**src/rtl/core/ittp_pkg.sv**
```systemverilog
package ittp_pkg;

  // input operation codes
  localparam logic [2:0] OP_OPERAND = 3'd0;
  localparam logic [2:0] OP_FUNC    = 3'd1;
  localparam logic [2:0] OP_OPEN    = 3'd2;
  localparam logic [2:0] OP_CLOSE   = 3'd3;
  localparam logic [2:0] OP_OPER    = 3'd4;
  localparam logic [2:0] OP_END     = 3'd5;

  // operator symbols
  localparam logic [4:0] SYM_ASSIGN = 5'd0;
  localparam logic [4:0] SYM_PLUS   = 5'd1;
  localparam logic [4:0] SYM_MINUS  = 5'd2;
  localparam logic [4:0] SYM_MUL    = 5'd3;
  localparam logic [4:0] SYM_DIV    = 5'd4;
  localparam logic [4:0] SYM_CARET  = 5'd5;
  localparam logic [4:0] SYM_UNARY  = 5'd6;

  // stack entry kinds
  localparam logic [1:0] EK_FUNC = 2'd0;
  localparam logic [1:0] EK_OPEN = 2'd1;
  localparam logic [1:0] EK_OPER = 2'd2;

  // result kinds
  localparam logic [2:0] RK_OPERAND   = 3'd0;
  localparam logic [2:0] RK_FUNC      = 3'd1;
  localparam logic [2:0] RK_OPER      = 3'd2;
  localparam logic [2:0] RK_UNMATCHED = 3'd3;
  localparam logic [2:0] RK_MISMATCH  = 3'd4;
  localparam logic [2:0] RK_OVERFLOW  = 3'd5;

  // commands from the front to the back
  localparam logic [2:0] CMD_OPERAND = 3'd0;
  localparam logic [2:0] CMD_PUSH    = 3'd1;
  localparam logic [2:0] CMD_CLOSE   = 3'd2;
  localparam logic [2:0] CMD_OPER    = 3'd3;
  localparam logic [2:0] CMD_END     = 3'd4;

  localparam int QUEUE_DEPTH = 2;
  localparam logic [2:0] PREC_FUNC = 3'd6;

  typedef struct packed {
    logic [1:0] kind;
    logic [4:0] sym;
  } entry_t;

  typedef struct packed {
    logic [2:0]  cmd;
    entry_t      entry;
    logic [2:0]  prec;
    logic        right;
    logic [15:0] ref_val;
  } q_item_t;

  function automatic logic [2:0] oper_prec(input logic [4:0] sym);
    logic [2:0] p;
    unique case (sym)
      SYM_ASSIGN:          p = 3'd1;
      SYM_PLUS, SYM_MINUS: p = 3'd2;
      SYM_MUL, SYM_DIV:    p = 3'd3;
      SYM_CARET:           p = 3'd4;
      SYM_UNARY:           p = 3'd5;
      default:             p = 3'd0;
    endcase
    return p;
  endfunction

  function automatic logic [2:0] entry_prec(input entry_t e);
    logic [2:0] p;
    p = 3'd0;
    if (e.kind == EK_FUNC) begin
      p = PREC_FUNC;
    end else if (e.kind == EK_OPER) begin
      p = oper_prec(e.sym);
    end
    return p;
  endfunction

  // result kind of an entry popped in the ordinary way
  function automatic logic [2:0] entry_result(input entry_t e);
    logic [2:0] k;
    unique case (e.kind)
      EK_FUNC: k = RK_FUNC;
      EK_OPER: k = RK_OPER;
      default: k = RK_UNMATCHED;
    endcase
    return k;
  endfunction

endpackage

```
**src/rtl/core/infix_to_postfix_converter.sv**
```systemverilog
// infix to postfix converter (shunting yard)
// input channel: in_valid/in_ready carry one classified infix token per word
// (operation, symbol, operand_ref). output channel: out_valid/out_ready carry
// postfix words (out_kind, out_symbol, out_operand_ref, last); last marks the
// final word caused by one input token. tokens that cause no word (unknown
// operation or operator, plain pushes) produce nothing on the output.
// a front stage classifies tokens into a two-entry queue, so tokens keep
// being accepted while the back stage works or the receiver stalls.
// the back stage keeps the operator stack in a ram with the top entry held
// in a register; a stack pop with entries left below it is followed by a
// load state (ram read of the next entry), and every token ends in a done
// state that closes the item. each output word is held until the next
// word or the end of its token shows whether it is the last one.
// when out_ready is low, the back stage stops at its next word and the queue
// fills, then in_ready drops. reset (rst, synchronous) empties the stack,
// queue and output register; no clearing pass is needed.
module infix_to_postfix_converter #(
  parameter int STACK_DEPTH = 32
) (
  input  logic        clk,
  input  logic        rst,
  input  logic        in_valid,
  output logic        in_ready,
  input  logic [2:0]  operation,
  input  logic [4:0]  symbol,
  input  logic [15:0] operand_ref,
  output logic        out_valid,
  input  logic        out_ready,
  output logic [2:0]  out_kind,
  output logic [4:0]  out_symbol,
  output logic [15:0] out_operand_ref,
  output logic        last
);
  import ittp_pkg::*;

  logic    q_push, q_full, q_pop, q_valid;
  q_item_t q_in, q_head;

  ittp_front u_front (
    .in_valid    (in_valid),
    .in_ready    (in_ready),
    .operation   (operation),
    .symbol      (symbol),
    .operand_ref (operand_ref),
    .q_full      (q_full),
    .q_push      (q_push),
    .q_item      (q_in)
  );

  ittp_queue u_queue (
    .clk        (clk),
    .rst        (rst),
    .push       (q_push),
    .push_item  (q_in),
    .full       (q_full),
    .pop        (q_pop),
    .head_valid (q_valid),
    .head_item  (q_head)
  );

  ittp_back #(
    .STACK_DEPTH (STACK_DEPTH)
  ) u_back (
    .clk             (clk),
    .rst             (rst),
    .q_valid         (q_valid),
    .q_item          (q_head),
    .q_pop           (q_pop),
    .out_valid       (out_valid),
    .out_ready       (out_ready),
    .out_kind        (out_kind),
    .out_symbol      (out_symbol),
    .out_operand_ref (out_operand_ref),
    .last            (last)
  );

endmodule

```
**src/rtl/core/ittp_ram.sv**
```systemverilog
module ittp_ram #(
  parameter int WIDTH = 7,
  parameter int DEPTH = 32
) (
  input  logic                     clk,
  input  logic                     we,
  input  logic [$clog2(DEPTH)-1:0] waddr,
  input  logic [WIDTH-1:0]         wdata,
  input  logic [$clog2(DEPTH)-1:0] raddr,
  output logic [WIDTH-1:0]         rdata
);

  logic [WIDTH-1:0] mem [DEPTH];

  always_ff @(posedge clk) begin
    if (we) begin
      mem[waddr] <= wdata;
    end
    rdata <= mem[raddr];
  end

endmodule

```
**src/rtl/core/ittp_front.sv**
```systemverilog
module ittp_front (
  input  logic              in_valid,
  output logic              in_ready,
  input  logic [2:0]        operation,
  input  logic [4:0]        symbol,
  input  logic [15:0]       operand_ref,
  input  logic              q_full,
  output logic              q_push,
  output ittp_pkg::q_item_t q_item
);
  import ittp_pkg::*;

  logic keep;

  always_comb begin
    q_item         = '0;
    q_item.ref_val = operand_ref;
    keep           = 1'b1;
    unique case (operation)
      OP_OPERAND: begin
        q_item.cmd = CMD_OPERAND;
      end
      OP_FUNC: begin
        q_item.cmd        = CMD_PUSH;
        q_item.entry.kind = EK_FUNC;
        q_item.entry.sym  = symbol;
      end
      OP_OPEN: begin
        q_item.cmd        = CMD_PUSH;
        q_item.entry.kind = EK_OPEN;
        q_item.entry.sym  = {4'b0000, |symbol};
      end
      OP_CLOSE: begin
        q_item.cmd        = CMD_CLOSE;
        q_item.entry.kind = EK_OPEN;
        q_item.entry.sym  = {4'b0000, |symbol};
      end
      OP_OPER: begin
        q_item.cmd        = CMD_OPER;
        q_item.entry.kind = EK_OPER;
        q_item.entry.sym  = symbol;
        q_item.prec       = oper_prec(symbol);
        q_item.right      = (symbol == SYM_CARET) || (symbol == SYM_UNARY);
        // unknown operator symbols give nothing
        keep              = (symbol <= SYM_UNARY);
      end
      OP_END: begin
        q_item.cmd = CMD_END;
      end
      default: begin
        keep = 1'b0;
      end
    endcase
  end

  assign in_ready = !q_full;
  assign q_push   = in_valid && in_ready && keep;

endmodule

```
**src/rtl/core/ittp_queue.sv**
```systemverilog
module ittp_queue (
  input  logic              clk,
  input  logic              rst,
  input  logic              push,
  input  ittp_pkg::q_item_t push_item,
  output logic              full,
  input  logic              pop,
  output logic              head_valid,
  output ittp_pkg::q_item_t head_item
);
  import ittp_pkg::*;

  localparam int PW = $clog2(QUEUE_DEPTH);

  q_item_t         slots [QUEUE_DEPTH];
  logic [PW-1:0]   wr_ptr;
  logic [PW-1:0]   rd_ptr;
  logic [PW:0]     fill;

  assign full       = (fill == (PW+1)'(QUEUE_DEPTH));
  assign head_valid = (fill != '0);
  assign head_item  = slots[rd_ptr];

  always_ff @(posedge clk) begin
    if (push) begin
      slots[wr_ptr] <= push_item;
    end
  end

  always_ff @(posedge clk) begin
    if (rst) begin
      wr_ptr <= '0;
      rd_ptr <= '0;
      fill   <= '0;
    end else begin
      if (push) begin
        wr_ptr <= (wr_ptr == PW'(QUEUE_DEPTH - 1)) ? '0 : wr_ptr + PW'(1);
      end
      if (pop) begin
        rd_ptr <= (rd_ptr == PW'(QUEUE_DEPTH - 1)) ? '0 : rd_ptr + PW'(1);
      end
      if (push && !pop) begin
        fill <= fill + (PW+1)'(1);
      end else if (pop && !push) begin
        fill <= fill - (PW+1)'(1);
      end
    end
  end

endmodule

```
**src/rtl/core/ittp_back.sv**
```systemverilog
module ittp_back #(
  parameter int STACK_DEPTH = 32
) (
  input  logic              clk,
  input  logic              rst,
  input  logic              q_valid,
  input  ittp_pkg::q_item_t q_item,
  output logic              q_pop,
  output logic              out_valid,
  input  logic              out_ready,
  output logic [2:0]        out_kind,
  output logic [4:0]        out_symbol,
  output logic [15:0]       out_operand_ref,
  output logic              last
);
  import ittp_pkg::*;

  localparam int AW = $clog2(STACK_DEPTH);
  localparam int CW = $clog2(STACK_DEPTH + 1);
  localparam int EW = $bits(entry_t);

  localparam logic [3:0] S_IDLE     = 4'd0;
  localparam logic [3:0] S_OPERAND  = 4'd1;
  localparam logic [3:0] S_PUSH     = 4'd2;
  localparam logic [3:0] S_CLOSE    = 4'd3;
  localparam logic [3:0] S_CLOSE_FN = 4'd4;
  localparam logic [3:0] S_OPER     = 4'd5;
  localparam logic [3:0] S_END      = 4'd6;
  localparam logic [3:0] S_LOAD     = 4'd7;
  localparam logic [3:0] S_DONE     = 4'd8;

  function automatic logic [3:0] dispatch(input logic [2:0] cmd);
    logic [3:0] s;
    unique case (cmd)
      CMD_OPERAND: s = S_OPERAND;
      CMD_PUSH:    s = S_PUSH;
      CMD_CLOSE:   s = S_CLOSE;
      CMD_OPER:    s = S_OPER;
      CMD_END:     s = S_END;
      default:     s = S_DONE;
    endcase
    return s;
  endfunction

  logic [3:0]   state, state_next;
  logic [3:0]   ret, ret_next;
  q_item_t      cur, cur_next;
  logic [CW-1:0] count, count_next;
  entry_t       tos, tos_next;

  logic         pend_valid, pend_valid_next;
  logic [2:0]   pend_kind;
  logic [4:0]   pend_sym;
  logic [15:0]  pend_ref;

  logic [EW-1:0] rdata;
  logic          full_stack, can_gen, out_free, binds;
  logic          gen, pop, push, try_push, out_load, out_last, flush;
  logic [2:0]    gen_kind;
  logic [4:0]    gen_sym;
  logic [15:0]   gen_ref;
  logic [3:0]    after;
  logic [CW-1:0] below;

  assign full_stack = (count == CW'(STACK_DEPTH));
  assign out_free   = !out_valid || out_ready;
  // a new result goes into the hold slot, pushing the held one out
  assign can_gen    = !pend_valid || out_free;
  assign binds      = (entry_prec(tos) > cur.prec)
                    || ((entry_prec(tos) == cur.prec) && !cur.right);
  assign below      = count - CW'(2);

  ittp_ram #(
    .WIDTH (EW),
    .DEPTH (STACK_DEPTH)
  ) u_stack (
    .clk   (clk),
    .we    (push),
    .waddr (count[AW-1:0]),
    .wdata (cur.entry),
    .raddr (below[AW-1:0]),
    .rdata (rdata)
  );

  always_comb begin
    state_next = state;
    ret_next   = ret;
    cur_next   = cur;
    count_next = count;
    tos_next   = tos;
    gen        = 1'b0;
    gen_kind   = RK_OPERAND;
    gen_sym    = '0;
    gen_ref    = '0;
    pop        = 1'b0;
    push       = 1'b0;
    try_push   = 1'b0;
    after      = state;
    q_pop      = 1'b0;
    flush      = 1'b0;

    unique case (state)
      S_IDLE: begin
        if (q_valid) begin
          q_pop      = 1'b1;
          cur_next   = q_item;
          state_next = dispatch(q_item.cmd);
        end
      end
      S_OPERAND: begin
        if (can_gen) begin
          gen        = 1'b1;
          gen_kind   = RK_OPERAND;
          gen_ref    = cur.ref_val;
          state_next = S_DONE;
        end
      end
      S_PUSH: begin
        try_push = 1'b1;
      end
      S_CLOSE: begin
        if (count == '0) begin
          state_next = S_DONE;
        end else if (tos.kind == EK_OPEN && tos.sym == cur.entry.sym) begin
          pop   = 1'b1;
          after = S_CLOSE_FN;
        end else if (can_gen) begin
          gen      = 1'b1;
          gen_kind = (tos.kind == EK_OPEN) ? RK_MISMATCH : entry_result(tos);
          gen_sym  = tos.sym;
          pop      = 1'b1;
          after    = S_CLOSE;
        end
      end
      S_CLOSE_FN: begin
        if (count != '0 && tos.kind == EK_FUNC) begin
          if (can_gen) begin
            gen      = 1'b1;
            gen_kind = RK_FUNC;
            gen_sym  = tos.sym;
            pop      = 1'b1;
            after    = S_DONE;
          end
        end else begin
          state_next = S_DONE;
        end
      end
      S_OPER: begin
        if (count != '0 && tos.kind != EK_OPEN && binds) begin
          if (can_gen) begin
            gen      = 1'b1;
            gen_kind = entry_result(tos);
            gen_sym  = tos.sym;
            pop      = 1'b1;
            after    = S_OPER;
          end
        end else begin
          try_push = 1'b1;
        end
      end
      S_END: begin
        if (count == '0) begin
          state_next = S_DONE;
        end else if (can_gen) begin
          gen      = 1'b1;
          gen_kind = entry_result(tos);
          gen_sym  = tos.sym;
          pop      = 1'b1;
          after    = S_END;
        end
      end
      S_LOAD: begin
        tos_next   = rdata;
        state_next = ret;
      end
      S_DONE: begin
        if (!pend_valid || out_free) begin
          flush = pend_valid;
          if (q_valid) begin
            q_pop      = 1'b1;
            cur_next   = q_item;
            state_next = dispatch(q_item.cmd);
          end else begin
            state_next = S_IDLE;
          end
        end
      end
      default: begin
        state_next = S_IDLE;
      end
    endcase

    if (try_push) begin
      if (full_stack) begin
        if (can_gen) begin
          gen        = 1'b1;
          gen_kind   = RK_OVERFLOW;
          gen_sym    = cur.entry.sym;
          state_next = S_DONE;
        end
      end else begin
        push       = 1'b1;
        tos_next   = cur.entry;
        count_next = count + CW'(1);
        state_next = S_DONE;
      end
    end

    if (pop) begin
      count_next = count - CW'(1);
      // the entry below the top is read from the ram and taken over in S_LOAD
      if (count >= CW'(2)) begin
        state_next = S_LOAD;
        ret_next   = after;
      end else begin
        state_next = after;
      end
    end
  end

  assign out_load        = (gen && pend_valid) || flush;
  assign out_last        = flush;
  assign pend_valid_next = gen ? 1'b1 : (flush ? 1'b0 : pend_valid);

  always_ff @(posedge clk) begin
    if (rst) begin
      state      <= S_IDLE;
      count      <= '0;
      pend_valid <= 1'b0;
      out_valid  <= 1'b0;
    end else begin
      state      <= state_next;
      count      <= count_next;
      pend_valid <= pend_valid_next;
      if (out_load) begin
        out_valid <= 1'b1;
      end else if (out_ready) begin
        out_valid <= 1'b0;
      end
    end
  end

  always_ff @(posedge clk) begin
    ret <= ret_next;
    cur <= cur_next;
    tos <= tos_next;
    if (gen) begin
      pend_kind <= gen_kind;
      pend_sym  <= gen_sym;
      pend_ref  <= gen_ref;
    end
    if (out_load) begin
      out_kind        <= pend_kind;
      out_symbol      <= pend_sym;
      out_operand_ref <= pend_ref;
      last            <= out_last;
    end
  end

endmodule

```
**config.mk**
```make
export PLATFORM = sky130hd
export DESIGN_NAME = infix_to_postfix_converter
export DESIGN_NICKNAME = d
export VERILOG_FILES = /design/src/rtl/core/ittp_pkg.sv /design/src/rtl/core/infix_to_postfix_converter.sv /design/src/rtl/core/ittp_ram.sv /design/src/rtl/core/ittp_front.sv /design/src/rtl/core/ittp_queue.sv /design/src/rtl/core/ittp_back.sv
export SDC_FILE = /design/constraint.sdc
export NUM_CORES = 1
export LEC_CHECK = 0
export ABC_AREA = 1
export BUFFER_PORTS_ARGS = -buffer_cell sky130_fd_sc_hd__buf_2
export CORE_UTILIZATION = 30
export DETAILED_ROUTE_END_ITERATION = 8
export GPL_TIMING_DRIVEN = 0
export HOLD_SLACK_MARGIN = 0.05
export PLACE_DENSITY_LB_ADDON = 0.08
export SETUP_SLACK_MARGIN = 0.3
export SLEW_MARGIN = 20
export SYNTH_ARGS = -nofsm -noshare
export SYNTH_HDL_FRONTEND = slang
export SYNTH_SLANG_ARGS = --single-unit
```
**constraint.sdc**
```tcl
create_clock -name clk -period 3.35 [get_ports clk]
set_input_delay 0.67 -clock clk [delete_from_list [all_inputs] [get_ports clk]]
set_output_delay 0.67 -clock clk [all_outputs]
set_load 0.01 [all_outputs]
```
# Word-level counts from Yosys, hierarchy flattened
# Memories as Yosys holds them, arrays and structs flattened. A register that Yosys moved wholly into a read port is not among the register bits.
# Index checks and enable logic that the tools add are counted.
[op_classes] add_sub_neg=7 order_cmp=3 eq_ne=38 n_mux=99 reduce_logical=49
[op_table] op="$mux 4" n=20
[op_table] op="$mux 30" n=2
[op_table] op="$pmux 30 s2" n=1
[op_table] op="$mux 5" n=9
[op_table] op="$mux 3" n=13
[op_table] op="$mux 1" n=31
[op_table] op="$eq 5x3->1 const B" n=6
[op_table] op="$pmux 3 s5" n=2
[op_table] op="$pmux 4 s7" n=1
[op_table] op="$pmux 3 s4" n=2
[op_table] op="$mux 7" n=3
[op_table] op="$pmux 7 s3" n=1
[op_table] op="$eq 5x2->1 const B" n=4
[op_table] op="$pmux 4 s5" n=1
[op_table] op="$pmux 5 s4" n=1
[op_table] op="$mux 6" n=3
[op_table] op="$eq 4x3->1 const B" n=4
[op_table] op="$pmux 4 s4" n=1
[op_table] op="$reduce_or 2->1" n=8
[op_table] op="$eq 3x2->1 const B" n=4
[op_table] op="$reduce_bool 2->1" n=6
[op_table] op="$eq 5x1->1 const B" n=2
[op_table] op="$logic_and 1x1->1" n=10
[op_table] op="$logic_not 5->1" n=2
[op_table] op="other kinds (35)" n=59
[word_totals] register_bits=106 ramBits=284 elab_cells=221 mem_count=2
[mem_list] name="u_back.u_stack.mem" depth=32 word_bits=7 read_ports=1 rd_ports_with_merged_regs=1 wr=1 line="ittp_ram.sv:13" text="logic [WIDTH-1:0] mem [DEPTH];"
[mem_list] name="u_queue.slots" depth=2 word_bits=30 read_ports=1 rd_ports_with_merged_regs=1 wr=1 line="ittp_queue.sv:15" text="q_item_t slots [QUEUE_DEPTH];"

# Depth between registers and ports, before layout
[logic_depth] depth_word=17 ltp_mapped=26 ltp_nobuf=26

# Hierarchy
# A second synthesis with hierarchy kept.
[unflattened] hier_cells=1444 area_unflattened_um2=16917.5
[by_module_without_submodules] module="ittp_ram" instances=1 cells_per_inst=813 area_per_inst_um2=9416.5 seq_area_each_um2=6866.6
[by_module_without_submodules] module="ittp_back" instances=1 cells_per_inst=441 area_per_inst_um2=4623.2 seq_area_each_um2=2782.7
[by_module_without_submodules] module="ittp_queue" instances=1 cells_per_inst=126 area_per_inst_um2=2512.4 seq_area_each_um2=1901.8
[by_module_without_submodules] module="ittp_front" instances=1 cells_per_inst=64 area_per_inst_um2=365.4 seq_area_each_um2=0.0

# Worst setup path before layout
# No wires, ideal clock.
[synth_timing] path_kind="register -> register" from="reg u_back.tos[2] in the netlist's numbering" to="reg u_back.last (enable)" setup_ns=0.382 arrival_ns=2.845 t_required_ns=2.968 slack_ns=0.123 path_stages_with_launch=19 path_buffers=0 synth_period_minus_slack_ns=3.227 cell_sequence="dfxtp_1 > inv_1 > nor2_1 > inv_1 > nor4_1 > a41oi_1 > o21ai_0 > nand2_1 > nand2_1 > ha_1 > nand2_1 > nor2_1 > nor2_1 > nand3_1 > a21oi_4 > nor2_4 > nand3_2 > nand2_1 > nand2_1"
[synth_between] elab_chain_cells=16
[synth_rtl] element="from (decl)" line="ittp_back.sv:49" text="entry_t tos, tos_next;"
[synth_rtl] element="from (signal assigned)" line="ittp_back.sv:246" text="tos <= tos_next;"
[synth_rtl] element="parallel branches: the longest is 13 deep, another holds $gt 3x3->1"
[synth_rtl] element="$mux 1 (*)" line="ittp_back.sv:193" text="if (try_push) begin"
[synth_rtl] element="net u_back.gen" line="ittp_back.sv:58" text="logic gen, pop, push, try_push, out_load, out_last, flush;"
[synth_rtl] element="$logic_and 1x1->1 (*)" line="ittp_back.sv:221" text="assign out_load = (gen && pend_valid) || flush;"
[synth_rtl] element="$logic_or 1x1->1 (*)" line="ittp_back.sv:221"
[synth_rtl] element="net u_back.out_load" line="ittp_back.sv:58"
[synth_rtl] element="to (signal assigned)" line="ittp_back.sv:256" text="last <= out_last;"
[synth_rtl] element="to (decl)" line="ittp_back.sv:14" text="output logic last"
# Mark *: on every way through the listed nets, which the timed path passes.
# A chain may end at the register's enable or synchronous reset.

# Final worst setup path
[layout_timing] from="reg u_back.tos[3] in the netlist's numbering" to="reg u_back.count[3]"
[layout_between] elab_chain_cells=13
[layout_rtl] element="parallel branches: the longest is 13 deep, another holds $gt 3x3->1"
[layout_rtl] element="to (signal assigned)" line="ittp_back.sv:233" text="count <= count_next;"
[layout_rtl] element="to (decl)" line="ittp_back.sv:48" text="logic [CW-1:0] count, count_next;"
# Parallel ways; which one is timed is not known.

==> metrics <==
# port buffers=54; initial antenna violation count=0; largest net degree at the start of global routing=26; Final Skew=around 0.025 ns; Top Family by Delay on Critical Path=simple AND/OR/NAND/NOR gates; Startpoint Class=flip-flop; CTS tree=done; final layout net count=1418; most frequent CP cell=buf_6; Chip Height=232 µm; clock sinks=around 400; RSZ-0062 raised after global routing=true; Leak=6.82 nW; P&R area growth vs syn=24.4%; Peak VDD IR=between 300 and 400 µV; Max Clk Rate=0.317 GHz; core box area=51800 µm²; R2R cell count=22; vias=9899; outcome=complete, no violations; 1st-iter DRT viols=554; Final setup violation count=0; Tot Pwr=18.1 mW; sequential fraction of the synthesis area=0.728; number of cells after detailed placement=1969; WS Path Type=flip-flop to flip-flop; DR pass1 iterations=7; # Max-Cap Violations=0; WP data arrival=~3.6 ns; Hold Fails Final Rpt=0; hold path depth=1; Placer Congestion=0.796; vias in the first global route=10100; syn nets=~1300; GR Util All Layers=0.163; pre-CTS WS=-0.729 ns; period utilization=0.941; post-synth cell types=47; ratio of cells with drive above 1 in the final layout=0.247; # rows=83; asr flop ratio synth=0; clk slew on worst S/H paths=0.06 ns; fin cells=2091; Post-synth EDFFs=between 300 and 400; synth top area cells=edfxtp_1, nand2_1, dfxtp_1; FF+latch count, synth=395; Synth Cell Area=~16000 µm²; cell accounting for the most synthesized area=edfxtp_1; PD cells=about 920 nW/µm²; Remaining DRCs=0; Min-Delay Path Class=primary input to flip-flop; DRT Wirelength=roughly 43 mm; CTS max path bufs=3; total negative setup slack=0 ns; CP Capture Type=flip-flop; largest fanout on the critical path=4; vias per cell=4.73; top cell type's share of synthesized area=0.689; Largest stage delay, worst path=0.36 ns; critical path depth in cells=22; final number of max-transition violations=0; CP Cell Sequence=nor2_4 > inv_2 > buf_6 > nor2_4 > nand2_1 > o21ai_2 > ha_4 > nand2_2 > nor2_2 > nor2_2 > nand3_2 > a21oi_4 > inv_2 > nand3_4 > ha_4 > a21oi_2 > nand2_1 > buf_6 > buf_6 > or2_4 > a21oi_2 > nor2_1; CP max stage cell=dfxtp_4; # hold bufs at CTS=0; top_reg_cell synth=edfxtp_1; I/O Pins=55; worst path buffer plus inverter count=5; worst setup slack after layout=a little under 0.2 ns; Syn Inst Count=between 1000 and 1500; grt ovf=0; ANT nets after route=0; max_slew headroom=0.382; Synth Warn #=0; root buffer cell=clkbuf_16; Clock Latency Late Sink=~0.57 ns; Worst-Margin Slew=between 0.9 and 1 ns; CTS HTree Levels=2; Die Width=232 µm; average cell area after synthesis=approximately 13 µm²; die area=53800 µm²; n_diodes=0; Worst EP required=3.80 ns; min Tclk post-route=~3.2 ns; routed len/inst=20.5 µm; initial core utilization=0.306; CTS buffer count=45; DPL Wire Length=28.5 mm; first-pass GRT wire length=about 64 mm
cells by family (layout without fill, tap and decap cells):
group / Yosys count / in the layout / share of synthesized area
buffers and inverters: 147 / 338 / 0.0387
AOI/OAI and AO/OA: 183 / 183 / 0.0737
xor gates and xnor gates: 3 / 3 / 0.00166
adders and majority gates: 15 / 15 / 0.0123
muxes: 27 / 27 / 0.0192
DFF: 395 / 395 / 0.728
and+or+nand+nor: 449 / 450 / 0.127
sequential cells by signal (all words and copies together) (netlist names), 6 cells and up, named ones only:
name / flops
u_back.count: 6
u_back.cur: 27
u_back.out_operand_ref: 16
u_back.pend_ref: 16
u_back.tos: 7
u_back.u_stack.mem: 224
u_back.u_stack.rdata: 7
u_queue.slots: 60
synth_stat cells, drive strengths merged, types with 6 or more instances:
cell and n:
nand2 248, ha 14, a21oi 32, buf 29, a31oi 6, mux2 27
nor2 101, o22ai 8, edfxtp 364, o21ai 63, nand3 60, inv 101
a22oi 39, nand4 23, a41oi 25, dfxtp 31, clkbuf 15
where the power goes:
| part | internal [mW] | switching (mW) | total (mW) |
|---|---|---|---|
| Combinational | 2.02 | 4.44 | 6.46 |
| Sequential | 6.51 | 0.366 | 6.88 |
| Clock | 2.78 | 1.94 | 4.72 |
| Total | 11.3 | 6.75 | 18.1 |
final cells by class:
| class | count | area (µm²) |
|---|---|---|
| buffer | 44 | 235 |
| clock buffer | 70 | 1280 |
| multi-input combinational | 678 | 4240 |
| fill | 4998 | 32100 |
| inverter | 103 | 388 |
| clock inverter | 13 | 120 |
| tap | 680 | 851 |
| timing repair buffer | 108 | 1060 |
| sequential | 395 | 11600 |
final timing paths:
check / startpoint / to / slack [ns]
setup / recovery: u_back.tos[3] / u_back.count[3] / 0.20
hold / removal: operand_ref[6] / u_queue.slots[1][6] / 0.28
setup reg to reg: u_back.tos[3] / u_back.count[3] / 0.20
hold reg to reg: u_back.pend_ref[2] / u_back.out_operand_ref[2] / 0.42
metal layers:
layer / up-vias / share of wire / track usage
met5: - / 0 / 0
met4: 0 / 0.025 / 0.0530
met3: 73 / 0.039 / 0.0249
met2: 182 / 0.48 / 0.266
met1: 4911 / 0.46 / 0.219
li1: 4733 / - / -
per-stage QoR:
stage | cell area, µm² | utilization | hold WS (ns)
2_1_floorplan | 15900 | - | 0.400
3_3_place_gp | 17000 | 0.328 | 0.404
3_5_place_dp | 17400 | 0.335 | 0.405
4_1_cts | 19500 | 0.377 | 0.249
5_1_grt | 19700 | 0.381 | 0.266
6_report | 19700 | 0.381 | 0.284
cell usage in the layout (no fill, tap or decap), types with 22 or more instances in the layout:
cell / n
nand2_1: 234
dfxtp_1: 26
mux2_2: 27
clkbuf_1: 31
nor2_4: 31
nor2_1: 55
buf_4: 28
a41oi_1: 24
a21oi_1: 24
o21ai_0: 56
nand4_1: 22
a22oi_1: 38
clkbuf_16: 46
buf_2: 73
inv_1: 85
edfxtp_1: 364
nand3_1: 47
repair_timing:
item	CTS	global route
pin swaps	35	30
setup buffers	32	6
setup endpoints to repair	284	291
hold endpoints to repair	0	0
gates resized for setup	97	33
gates cloned	1	0
Power figures use the tool's default switching activity.
